===== src/hdl/abq_pkg.sv =====
package abq_pkg;

  localparam logic [1:0] KIND_RECV  = 2'd0;
  localparam logic [1:0] KIND_SEND  = 2'd1;
  localparam logic [1:0] KIND_TICK  = 2'd2;
  localparam logic [1:0] KIND_CLOSE = 2'd3;

  localparam logic REG_TIMEOUT  = 1'b0;
  localparam logic REG_ATTEMPTS = 1'b1;

  localparam logic [15:0] TIMEOUT_RESET  = 16'd2000;
  localparam logic [7:0]  ATTEMPTS_RESET = 8'd8;
  localparam logic [4:0]  MAX_RESULTS    = 5'd16;

  localparam logic [3:0] ACT_NONE       = 4'd0;
  localparam logic [3:0] ACT_CTRL_DROP  = 4'd1;
  localparam logic [3:0] ACT_OUT_SYNC   = 4'd2;
  localparam logic [3:0] ACT_NEW_CLIENT = 4'd3;
  localparam logic [3:0] ACT_DELIVER    = 4'd4;
  localparam logic [3:0] ACT_SEND_ACKED = 4'd5;
  localparam logic [3:0] ACT_STALE_ACK  = 4'd6;
  localparam logic [3:0] ACT_DISC_IGN   = 4'd7;
  localparam logic [3:0] ACT_TRANSMIT   = 4'd8;
  localparam logic [3:0] ACT_RETRANSMIT = 4'd9;
  localparam logic [3:0] ACT_SEND_FAIL  = 4'd10;
  localparam logic [3:0] ACT_TABLE_FULL = 4'd11;
  localparam logic [3:0] ACT_REFUSED    = 4'd12;
  localparam logic [3:0] ACT_CLOSED     = 4'd13;
  localparam logic [3:0] ACT_CLOSE_UNK  = 4'd14;

  typedef enum logic [2:0] {
    ST_IDLE,
    ST_READ,
    ST_EVAL,
    ST_ACT,
    ST_FLUSH
  } state_t;

  typedef struct packed {
    logic [15:0] port;
    logic [31:0] ip;
    logic        recv_sync;
    logic        send_sync;
    logic [7:0]  attempts;
    logic [15:0] time_left;
  } entry_t;

  typedef struct packed {
    logic mem_we;
    logic flag_we;
    logic valid;
    logic pending;
  } tbl_wr_t;

  typedef struct packed {
    logic [3:0] action;
    logic [3:0] slot;
    logic       send_ack;
    logic       ack_sync;
    logic       deliver;
    logic       transmit;
    logic       tx_sync;
    logic       last;
  } res_t;

endpackage


===== src/hdl/abq_table.sv =====
module abq_table
  import abq_pkg::*;
#(
  parameter int CLIENTS = 16,
  parameter int IW = 4
) (
  input  logic               clk,
  input  logic               rst,
  input  logic [IW-1:0]      rd_addr,
  output entry_t             rd_data,
  input  tbl_wr_t            wr,
  input  logic [IW-1:0]      wr_addr,
  input  entry_t             wr_data,
  output logic [CLIENTS-1:0] valid,
  output logic [CLIENTS-1:0] pending
);

  entry_t mem [CLIENTS];

  // client entries: one write port, one registered read port
  always_ff @(posedge clk) begin
    if (wr.mem_we) begin
      mem[wr_addr] <= wr_data;
    end
    rd_data <= mem[rd_addr];
  end

  always_ff @(posedge clk) begin
    if (rst) begin
      valid   <= '0;
      pending <= '0;
    end else if (wr.flag_we) begin
      valid[wr_addr]   <= wr.valid;
      pending[wr_addr] <= wr.pending;
    end
  end

endmodule


===== src/hdl/alternating_bit_arq_client_table_core.sv =====
// Channel   Handshake              Payload
// item in   start high, busy low   kind, client_port, client_ip, is_ack,
//                                  is_disconnect, sync_bit
// result    done high, one cycle   action, slot, send_ack, ack_sync, deliver,
//                                  transmit, tx_sync, last
// config    cfg_we high            cfg_index, cfg_data
//
// Every item walks the client table once, each slot read (ST_READ), then compared
// or updated (ST_EVAL) in the shared unit; a new item is accepted only once the
// sequencer is back in ST_IDLE. Packets, sends and closes give one result,
// registered in ST_ACT after the last slot is compared; a tick gives up to 16
// results, at most one per slot, the final one marked and registered in ST_FLUSH
// after the walk. Reset is synchronous; it clears the valid and pending flags and
// the sequencer. Results cannot be stalled: each is shown for one cycle only.
module alternating_bit_arq_client_table_core
  import abq_pkg::*;
#(
  parameter int CLIENTS = 16
) (
  input  logic        clk,
  input  logic        rst,
  input  logic        start,
  output logic        busy,
  input  logic [1:0]  kind,
  input  logic [15:0] client_port,
  input  logic [31:0] client_ip,
  input  logic        is_ack,
  input  logic        is_disconnect,
  input  logic        sync_bit,
  output logic        done,
  output logic [3:0]  action,
  output logic [3:0]  slot,
  output logic        send_ack,
  output logic        ack_sync,
  output logic        deliver,
  output logic        transmit,
  output logic        tx_sync,
  output logic        last,
  input  logic        cfg_we,
  input  logic        cfg_index,
  input  logic [15:0] cfg_data
);

  localparam int IW = (CLIENTS > 1) ? $clog2(CLIENTS) : 1;
  localparam logic [IW-1:0] LAST_IDX = IW'(CLIENTS - 1);

  state_t state, state_next;

  logic [15:0] timeout;
  logic [7:0]  max_att;

  // latched item
  logic [1:0]  k_kind;
  logic [15:0] k_port;
  logic [31:0] k_ip;
  logic        k_ack, k_disc, k_sb;

  logic [IW-1:0] idx, idx_next;
  logic [IW-1:0] s_idx, s_idx_next, f_idx, f_idx_next;
  logic          found, found_next, free_found, free_found_next;
  entry_t        cap, cap_next;
  logic [4:0]    cnt, cnt_next;
  res_t          hold, hold_next;
  logic          hold_valid, hold_valid_next;
  res_t          res, res_next;
  logic          done_next;

  entry_t             rd_data, wr_data;
  tbl_wr_t            wr;
  logic [IW-1:0]      wr_addr;
  logic [CLIENTS-1:0] valid, pending;

  logic [15:0] reload;
  logic [7:0]  lim;
  logic        accept;
  res_t        r;

  assign accept = start && (state == ST_IDLE);
  assign busy   = (state != ST_IDLE);
  assign reload = (timeout == 16'd0) ? 16'd1 : timeout;
  assign lim    = (max_att == 8'd0) ? 8'd1 : max_att;

  abq_table #(.CLIENTS(CLIENTS), .IW(IW)) u_table (
    .clk     (clk),
    .rst     (rst),
    .rd_addr (idx),
    .rd_data (rd_data),
    .wr      (wr),
    .wr_addr (wr_addr),
    .wr_data (wr_data),
    .valid   (valid),
    .pending (pending)
  );

  always_ff @(posedge clk) begin
    if (rst) begin
      timeout <= TIMEOUT_RESET;
      max_att <= ATTEMPTS_RESET;
    end else if (cfg_we) begin
      unique case (cfg_index)
        REG_TIMEOUT:  timeout <= cfg_data;
        REG_ATTEMPTS: max_att <= cfg_data[7:0];
        default: ;
      endcase
    end
  end

  always_comb begin
    state_next = state;
    unique case (state)
      ST_IDLE:  if (accept) state_next = ST_READ;
      ST_READ:  state_next = ST_EVAL;
      ST_EVAL: begin
        if (idx == LAST_IDX) begin
          state_next = (k_kind == KIND_TICK) ? ST_FLUSH : ST_ACT;
        end else begin
          state_next = ST_READ;
        end
      end
      ST_ACT:   state_next = ST_IDLE;
      ST_FLUSH: state_next = ST_IDLE;
      default:  state_next = ST_IDLE;
    endcase
  end

  always_comb begin
    idx_next        = idx;
    s_idx_next      = s_idx;
    f_idx_next      = f_idx;
    found_next      = found;
    free_found_next = free_found;
    cap_next        = cap;
    cnt_next        = cnt;
    hold_next       = hold;
    hold_valid_next = hold_valid;
    res_next        = res;
    done_next       = 1'b0;
    wr              = '0;
    wr_addr         = idx;
    wr_data         = rd_data;
    r               = '0;
    unique case (state)
      ST_IDLE: begin
        if (accept) begin
          idx_next        = '0;
          found_next      = 1'b0;
          free_found_next = 1'b0;
          cnt_next        = '0;
          hold_valid_next = 1'b0;
        end
      end
      ST_READ: ;
      ST_EVAL: begin
        if (idx != LAST_IDX) begin
          idx_next = idx + 1'b1;
        end
        if (k_kind == KIND_TICK) begin
          if (valid[idx] && pending[idx]) begin
            wr.mem_we = 1'b1;
            if (rd_data.time_left > 16'd1) begin
              wr_data.time_left = rd_data.time_left - 16'd1;
            end else if (cnt == MAX_RESULTS) begin
              // out of result room: expire again on the next tick
              wr_data.time_left = 16'd1;
            end else begin
              cnt_next = cnt + 5'd1;
              r.slot   = 4'(idx);
              if (rd_data.attempts >= lim) begin
                wr.flag_we        = 1'b1;
                wr.valid          = 1'b1;
                wr.pending        = 1'b0;
                wr_data.time_left = 16'd0;
                r.action          = ACT_SEND_FAIL;
              end else begin
                wr_data.attempts  = rd_data.attempts + 8'd1;
                wr_data.time_left = reload;
                r.action          = ACT_RETRANSMIT;
                r.transmit        = 1'b1;
                r.tx_sync         = rd_data.send_sync;
              end
              // emit the previous result, hold this one until we know if it is final
              if (hold_valid) begin
                res_next  = hold;
                done_next = 1'b1;
              end
              hold_next       = r;
              hold_valid_next = 1'b1;
            end
          end
        end else begin
          if (valid[idx] && !found && rd_data.port == k_port && rd_data.ip == k_ip) begin
            found_next = 1'b1;
            s_idx_next = idx;
            cap_next   = rd_data;
          end
          if (!valid[idx] && !free_found) begin
            free_found_next = 1'b1;
            f_idx_next      = idx;
          end
        end
      end
      ST_ACT: begin
        r.last  = 1'b1;
        r.slot  = found ? 4'(s_idx) : 4'd0;
        wr_addr = s_idx;
        wr_data = cap;
        unique case (k_kind)
          KIND_RECV: begin
            if (!found) begin
              if (k_ack || k_disc) begin
                r.action = ACT_CTRL_DROP;
              end else if (k_sb) begin
                r.action   = ACT_OUT_SYNC;
                r.send_ack = 1'b1;
                r.ack_sync = 1'b1;
              end else if (!free_found) begin
                r.action   = ACT_TABLE_FULL;
                r.send_ack = 1'b1;
              end else begin
                wr.mem_we  = 1'b1;
                wr.flag_we = 1'b1;
                wr.valid   = 1'b1;
                wr.pending = 1'b0;
                wr_addr    = f_idx;
                wr_data    = '0;
                wr_data.port      = k_port;
                wr_data.ip        = k_ip;
                wr_data.send_sync = 1'b1;
                r.action   = ACT_NEW_CLIENT;
                r.slot     = 4'(f_idx);
                r.send_ack = 1'b1;
                r.deliver  = 1'b1;
              end
            end else if (k_disc) begin
              r.action = ACT_DISC_IGN;
            end else if (k_ack) begin
              if (pending[s_idx] && k_sb == cap.send_sync) begin
                wr.flag_we = 1'b1;
                wr.valid   = 1'b1;
                wr.pending = 1'b0;
                r.action   = ACT_SEND_ACKED;
              end else begin
                r.action = ACT_STALE_ACK;
              end
            end else begin
              r.send_ack = 1'b1;
              r.ack_sync = k_sb;
              if (k_sb == cap.recv_sync) begin
                r.action = ACT_OUT_SYNC;
              end else begin
                wr.mem_we         = 1'b1;
                wr_data.recv_sync = k_sb;
                r.action          = ACT_DELIVER;
                r.deliver         = 1'b1;
              end
            end
          end
          KIND_SEND: begin
            if (!found || pending[s_idx]) begin
              r.action = ACT_REFUSED;
            end else begin
              wr.mem_we         = 1'b1;
              wr.flag_we        = 1'b1;
              wr.valid          = 1'b1;
              wr.pending        = 1'b1;
              wr_data.send_sync = ~cap.send_sync;
              wr_data.attempts  = 8'd1;
              wr_data.time_left = reload;
              r.action          = ACT_TRANSMIT;
              r.transmit        = 1'b1;
              r.tx_sync         = ~cap.send_sync;
            end
          end
          default: begin
            if (!found) begin
              r.action = ACT_CLOSE_UNK;
            end else begin
              wr.flag_we = 1'b1;
              r.action   = ACT_CLOSED;
            end
          end
        endcase
        res_next  = r;
        done_next = 1'b1;
      end
      ST_FLUSH: begin
        if (hold_valid) begin
          res_next      = hold;
          res_next.last = 1'b1;
          done_next     = 1'b1;
        end
        hold_valid_next = 1'b0;
      end
      default: ;
    endcase
  end

  always_ff @(posedge clk) begin
    if (rst) begin
      state      <= ST_IDLE;
      done       <= 1'b0;
      hold_valid <= 1'b0;
    end else begin
      state      <= state_next;
      done       <= done_next;
      hold_valid <= hold_valid_next;
    end
  end

  always_ff @(posedge clk) begin
    if (accept) begin
      k_kind <= kind;
      k_port <= client_port;
      k_ip   <= client_ip;
      k_ack  <= is_ack;
      k_disc <= is_disconnect;
      k_sb   <= sync_bit;
    end
    idx        <= idx_next;
    s_idx      <= s_idx_next;
    f_idx      <= f_idx_next;
    found      <= found_next;
    free_found <= free_found_next;
    cap        <= cap_next;
    cnt        <= cnt_next;
    hold       <= hold_next;
    res        <= res_next;
  end

  assign action   = res.action;
  assign slot     = res.slot;
  assign send_ack = res.send_ack;
  assign ack_sync = res.ack_sync;
  assign deliver  = res.deliver;
  assign transmit = res.transmit;
  assign tx_sync  = res.tx_sync;
  assign last     = res.last;

endmodule

===== config.mk =====
export PLATFORM = sky130hd
export DESIGN_NAME = alternating_bit_arq_client_table_core
export DESIGN_NICKNAME = d
export VERILOG_FILES = /design/src/hdl/abq_pkg.sv /design/src/hdl/abq_table.sv /design/src/hdl/alternating_bit_arq_client_table_core.sv
export SDC_FILE = /design/constraint.sdc
export NUM_CORES = 2
export LEC_CHECK = 0
export BUFFER_PORTS_ARGS = -buffer_cell sky130_fd_sc_hd__buf_4
export CAP_MARGIN = 10
export CORE_ASPECT_RATIO = 0.7
export CORE_MARGIN = 10
export CORE_UTILIZATION = 30
export CTS_BUF_LIST = sky130_fd_sc_hd__clkbuf_4 sky130_fd_sc_hd__clkbuf_8
export CTS_CLUSTER_DIAMETER = 60
export DETAILED_ROUTE_END_ITERATION = 12
export SETUP_SLACK_MARGIN = 0.02
export SYNTH_ARGS = -nofsm -noshare
export SYNTH_HDL_FRONTEND = slang
export SYNTH_SLANG_ARGS = --single-unit
export TNS_END_PERCENT = 100

===== constraint.sdc =====
create_clock -name clk -period 6.2 [get_ports clk]
set_input_delay 0.31 -clock clk [delete_from_list [all_inputs] [get_ports clk]]
set_output_delay 0.31 -clock clk [all_outputs]
set_load 0.02 [all_outputs]

# [Word-level counts from Yosys, hierarchy flattened]
# Memories as Yosys holds them, arrays and structs flattened. A register that Yosys moved wholly into a read port is not among the register bits.
# Index checks and enable logic that the tools add are counted.
[word_totals] regBits=231 mem_bits_rw=1184 input_bits=74 wordCells=236 n_memories=1
[memory_table] name="u_table.mem" words=16 word_bits=74 rd=1 rd_ports_with_merged_regs=1 write_ports=1 line="abq_table.sv:18" text="entry_t mem [CLIENTS];"
[op_classes] add_sub_neg=4 n_lt_le_gt_ge=6 eq_ne=24 mux=127 bitwise=5 n_reduce_logical=32
[op_table] op="$mux W74" n=3
[op_table] op="$mux W4" n=26
[op_table] op="$mux W14" n=6
[op_table] op="$mux W16" n=4
[op_table] op="$mux W25" n=2
[op_table] op="$mux W50" n=1
[op_table] op="$pmux W25 S2" n=1
[op_table] op="$mux W49" n=1
[op_table] op="$mux W24" n=2
[op_table] op="$mux W48" n=1
[op_table] op="$pmux W24 S2" n=1
[op_table] op="$pmux W14 S3" n=1
[op_table] op="$mux W3" n=13
[op_table] op="$bwmux W16" n=2
[op_table] op="$eq A32 B32 Y1" n=1
[op_table] op="$mux W8" n=4
[op_table] op="$mux W1" n=30
[op_table] op="$mux W5" n=5
[op_table] op="$pmux W4 S2" n=3
[op_table] op="$ne A2 B2 Y1 const B" n=11
[op_table] op="$eq A16 B16 Y1" n=1
[op_table] op="$gt A16 B1 Y1 const B" n=1
[op_table] op="$logic_not A16 Y1" n=1
[op_table] op="$sub A16 B1 Y16 const B" n=1
[op_table] op="39 further kinds" n=76

# [Longest topological paths before layout]
[depth] word_depth=11 depth_mapped=12 ltp_nobuf=11

# [By module]
# A second synthesis with hierarchy kept.
[unflattened] hier_cells=3043 hier_area_um2=57647.8
[by_module_without_submodules] mod="abq_table" n_inst=1 cells_each=2062 area_per_inst_um2=47055.1 seq_area_each_um2=37676.1
[by_module_without_submodules] mod="alternating_bit_arq_client_table_core" n_inst=1 cells_each=981 area_per_inst_um2=10592.7 seq_area_each_um2=5595.4

# [Worst setup path before layout]
# OpenSTA, ideal clock, no wires.
[synth_path] path_type="register to register" start="register s_idx[0]" end="memory u_table.mem[14][0] in the netlist's numbering (enable)" setup_time_ns=0.507 arrival_time_ns=5.749 setup_slack_ns=-0.056 stages_incl_launch_ff=10 path_buffers=2 period_less_slack_ns=6.256 cell_sequence="edfxtp_1 > buf_6 > mux4_1 > mux4_2 > or2_0 > buf_6 > nor3_2 > nor3_1 > or2_2 > nor2_1"
[synth_via] elab_chain_len=8 word_cells_on_any_way=14 cone_classes="13 x mux; 1 x reduce/logical"
[synth_lines] element="start: declaration" line="alternating_bit_arq_client_table_core.sv:59" text="logic [IW-1:0] s_idx, s_idx_next, f_idx, f_idx_next;"
[synth_lines] element="start signal: assignment" line="alternating_bit_arq_client_table_core.sv:320" text="s_idx <= s_idx_next;"
[synth_lines] element="$bmux W1 S4" line="alternating_bit_arq_client_table_core.sv:259" text="if (!found || pending[s_idx]) begin"
[synth_lines] element="$mux W1 (implied by the code)" line="alternating_bit_arq_client_table_core.sv:259"
[synth_lines] element="$logic_or A1 B1 Y1" line="alternating_bit_arq_client_table_core.sv:259"
[synth_lines] element="$mux W4" line="alternating_bit_arq_client_table_core.sv:259"
[synth_lines] element="$pmux W1 S2" line="alternating_bit_arq_client_table_core.sv:207" text="unique case (k_kind)"
[synth_lines] element="$pmux W4 S2" line="alternating_bit_arq_client_table_core.sv:142" text="unique case (state)"
[synth_lines] element="$mux W1" line="abq_table.sv:22" text="if (wr.mem_we) begin"
[synth_lines] element="$mux W1 (implied by the code)" line="abq_table.sv:23" text="mem[wr_addr] <= wr_data;"
[synth_lines] element="end: declaration" line="abq_table.sv:18"
# Parallel ways exist; a longest one is shown, timed or not. The select of a mux whose other input is x is not followed.

# [Worst setup path after layout]
[layout_path] start="register idx[0]" end="memory u_table.mem[7][5] in the netlist's numbering (enable)"
[layout_via] elab_chain_len=8 word_cells_on_any_way=11 cone_classes="10 x mux; 1 x reduce/logical"
[layout_lines] element="start: declaration" line="alternating_bit_arq_client_table_core.sv:58" text="logic [IW-1:0] idx, idx_next;"
[layout_lines] element="start signal: assignment" line="alternating_bit_arq_client_table_core.sv:319" text="idx <= idx_next;"
[layout_lines] element="$bmux W1 S4" line="alternating_bit_arq_client_table_core.sv:158" text="if (valid[idx] && pending[idx]) begin"
[layout_lines] element="$mux W1 (implied by the code)" line="alternating_bit_arq_client_table_core.sv:158"
[layout_lines] element="$logic_and A1 B1 Y1" line="alternating_bit_arq_client_table_core.sv:158"
[layout_lines] element="$mux W4" line="alternating_bit_arq_client_table_core.sv:158"
[layout_lines] element="$mux W4" line="alternating_bit_arq_client_table_core.sv:157" text="if (k_kind == KIND_TICK) begin"
[layout_lines] element="$pmux W4 S2" line="alternating_bit_arq_client_table_core.sv:142"
[layout_lines] element="$mux W1" line="abq_table.sv:22"
[layout_lines] element="$mux W1 (implied by the code)" line="abq_table.sv:23"
# Parallel ways exist; a longest one is shown, timed or not. The select of a mux whose other input is x is not followed.

==> results.md <==
* Die ar. at 0.209 mm²
* Part of the power in the clock network at 0.385
* Top_reg_cell synth: edfxtp_1
* Lkg Pwr at 21.1 nW
* Warnings, synthesis at 0
* Hold_ws at 0.139 ns
* CP Launch Type: flop
* Critical path's slowest cell: nor2_4
* Clock Tree Root: clkbuf_8
* Crit-path cells: buf_4 -> mux4_2 -> mux4_2 -> nand3_1 -> nor2_1 -> nor3_1 -> or2_2 -> nor2_4 -> buf_4
* Switching Fraction at 0.231
* GRT Total Usage at 0.136
* Post-route ant nets at 0
* Layout cell share with drive strength beyond 1 at 0.292
* Die Y at 386 µm
* Worst rel slew slack at -0.0524
* Pwr Density at 318 mW/mm²
* Crit path arrival time at 5.27 ns
* Period minus WS final at 4.74 ns
* Nets at 3294
* Placer Congestion at 0.830
* Required time of the worst setup path at 6.73 ns
* CP top delay family: simple AND/OR/NAND/NOR gates
* Final Cell Area at 0.0673 mm²
* Starting density of the core at 0.301
* Filler Cell Count at 17600
* Initial antenna violation count at 2
* H-Tree Depth at 4
* Outcome: finished, violations left
* FFs w/ async S/R, synth at 0
* DRC viols at 0
* Post-synth top cells: 1351 x edfxtp_1, 380 x mux4_2, 135 x dfxtp_1, 135 x nor2_1, 113 x nand2_1
* Count leader, synth: edfxtp_1
* Cells after synthesis at 2854
* Post-DP HPWL at 85500 µm
* Area after DPL at 0.0618 mm²
* Number of flops mapped to enable cells by yosys at 1351
* DR WL/cell at 25.0 µm
* Area growth syn-to-layout at 17.4%
* IO Port Bufs at 89
* Layout Skew at 0.0833 ns
* Hold Buf Count CTS at 93
* Slowest stage delay, CP at 0.90 ns
* Synth top area share at 0.707
* Grt total ovfl at 0
* Worst-margin pin slew at 1.57 ns
* Chip Width at 543 µm
* Core footprint at 0.190 mm²
* P_int at 0.0165 W
* Clock sink count at 1486
* Via density at 5.04
* Cell area after synthesis at 0.0574 mm²
* Clock buffer count from CTS at 214
* Cell variety after synth at 67
* Longest Clk Path Bufs at 4
* Seq pwr share at 0.538
* Synth Register Bits at 1486
* Fmax at 211 MHz
* CTS tree: yes
* RSZ-0062 raised after global routing: false
* First drt pass iteration count at 5
* Final core utilization at 0.354
* Final Hold Vio Count at 0
* Number of global-route vias before repair at 29300
* CP Capture Type: flop
* Max-cap violations at 1
* WP buf/inv at 2
* Post-Syn Area per Cell at 20.1 µm²
* Largest net degree at the start of global routing at 154
* Logic pwr share at 0.077
* CP Max Fanout at 21
* # rows at 134
* Worst min-delay path class: in -> reg
* Post-CTS Setup Inserts at 0
* Register area share after synthesis at 0.754
* Skew-Pair Late Insertion Delay at 0.89 ns
* Net Count, Synth at 2943
* Final wirelength at 147000 µm
* R2R setup slack at 1.46 ns
* First-pass GRT wire length at 213000 µm
* Final Slew Violations at 2
* CTS resizes at 0
* Clock-pin slew on the worst setup and hold paths at 0.06 ns
* Area leader, netlist: edfxtp_1
* Period utilization at 0.764
* Detailed-route via count at 29700
* Maximum VDD drop at 0.162 mV
* CP Class: reg -> reg
* 1st-iter DRT viols at 3456
* Synth area leaders: edfxtp_1 71%, mux4_2 15%, dfxtp_1 4.7%, a21oi_1 0.94%, mux2i_1 0.94%
* Ports at 90
* Final setup vio count at 0
* Psw at 0.00496 W
* Failing checks: capacitance limit, slew limit
-- metrics by stage --
stage | std cells | total power, W | setup slack [ns] | TNS, ns
final | 5893 | 0.0214 | 1.46 | 0
after global routing | 5893 | 0.0222 | 1.15 | 0
after floorplan | 2854 | 0.0126 | -0.0564 | -43.97
after CTS | 5880 | 0.0216 | 1.41 | 0
after global placement | 5398 | 0.0133 | 1.23 | 0
after detailed placement | 5400 | 0.0133 | 1.42 | 0
-- per-layer routing --
layer  global-route usage  routed length [µm]  vias to the layer above
met3               0.0413               14900                      173
met5                    0                   0                        -
li1                     -                   -                    12500
met4               0.0294                2540                        0
met1                0.211               68700                    15700
met2                0.186               61000                     1338
-- logic make-up (layout without fill, tap and decap cells) --
group / count (synthesis) / count (layout) / synth area share
muxes: 438 / 438 / 0.160
adders and majority gates: 15 / 15 / 0.00327
xor gates and xnor gates: 44 / 44 / 0.00672
AOI/OAI and AO/OA: 259 / 259 / 0.0284
buffers and inverters: 192 / 714 / 0.0131
other: 0 / 1 / 0
and+or+nand+nor: 420 / 420 / 0.0338
DFF: 1486 / 1486 / 0.754
-- sequential cells by signal (all words and copies together) (netlist names), 2 cells and up --
| name | cells |
|---|---|
| action | 4 |
| cap | 74 |
| cnt | 5 |
| f_idx | 4 |
| hold | 7 |
| idx | 4 |
| k_ip | 32 |
| k_kind | 2 |
| k_port | 16 |
| max_att | 8 |
| s_idx | 4 |
| slot | 4 |
| state | 3 |
| timeout | 16 |
| u_table.mem | 1184 |
| u_table.pending | 16 |
| u_table.rd_data | 74 |
| u_table.valid | 16 |
-- placed cells by master, fill, tap and decap left out, types with 56 or more instances in the layout --
master	netlist	final
edfxtp_1	1351	1351
mux4_2	380	380
clkbuf_8	0	247
buf_4	0	171
dfxtp_1	135	135
nor2_1	135	118
nand2_1	113	113
a21oi_1	108	105
dlygate4sd3_1	0	93
clkbuf_4	0	76
nand3_1	56	56
-- power by group through the flow --
stage / Combinational (W) / Clock (W) / Sequential (W)
floorplan: 0.000993 / 0 / 0.0116
detailed placement: 0.00160 / 0 / 0.0117
global placement: 0.00157 / 0 / 0.0117
global route: 0.00180 / 0.00890 / 0.0115
CTS: 0.00165 / 0.00843 / 0.0115
finish: 0.00166 / 0.00825 / 0.0115
-- worst reg2reg max path: cells and delay by family (launching register included) --
kind                   cells  cell delay, ns
buffers and inverters      2            0.85
flip-flops                 1            0.76
multiplexers               2            0.59
AND/OR/NAND/NOR            5            2.24
-- worst paths after layout --
kind	from	end	cells past startpoint
worst max-delay path	idx[0]$_SDFFCE_PN0P_	u_table.mem[7][5]$_DFFE_PP_	9
worst min-delay path	client_ip[9]	k_ip[9]$_DFFE_PP_	2
worst max register to register	idx[0]$_SDFFCE_PN0P_	u_table.mem[7][5]$_DFFE_PP_	9
worst min register to register	u_table.rd_data[25]$_DFF_P_	cap[25]$_DFFE_PP_	0
-- final cells by class --
class | count | area, µm² | share of cell area
diodes | 1 | 2.50 | 0.0000372
clock buffers | 322 | 3960 | 0.0588
clock inverters | 65 | 564 | 0.00838
inverters | 37 | 140 | 0.00208
multi-input cells | 1176 | 13500 | 0.201
flip-flops and latches | 1486 | 43300 | 0.643
well taps | 2516 | 3150 | 0.0467
repair buffers | 290 | 2720 | 0.0404
Power figures use the tool's default switching activity.
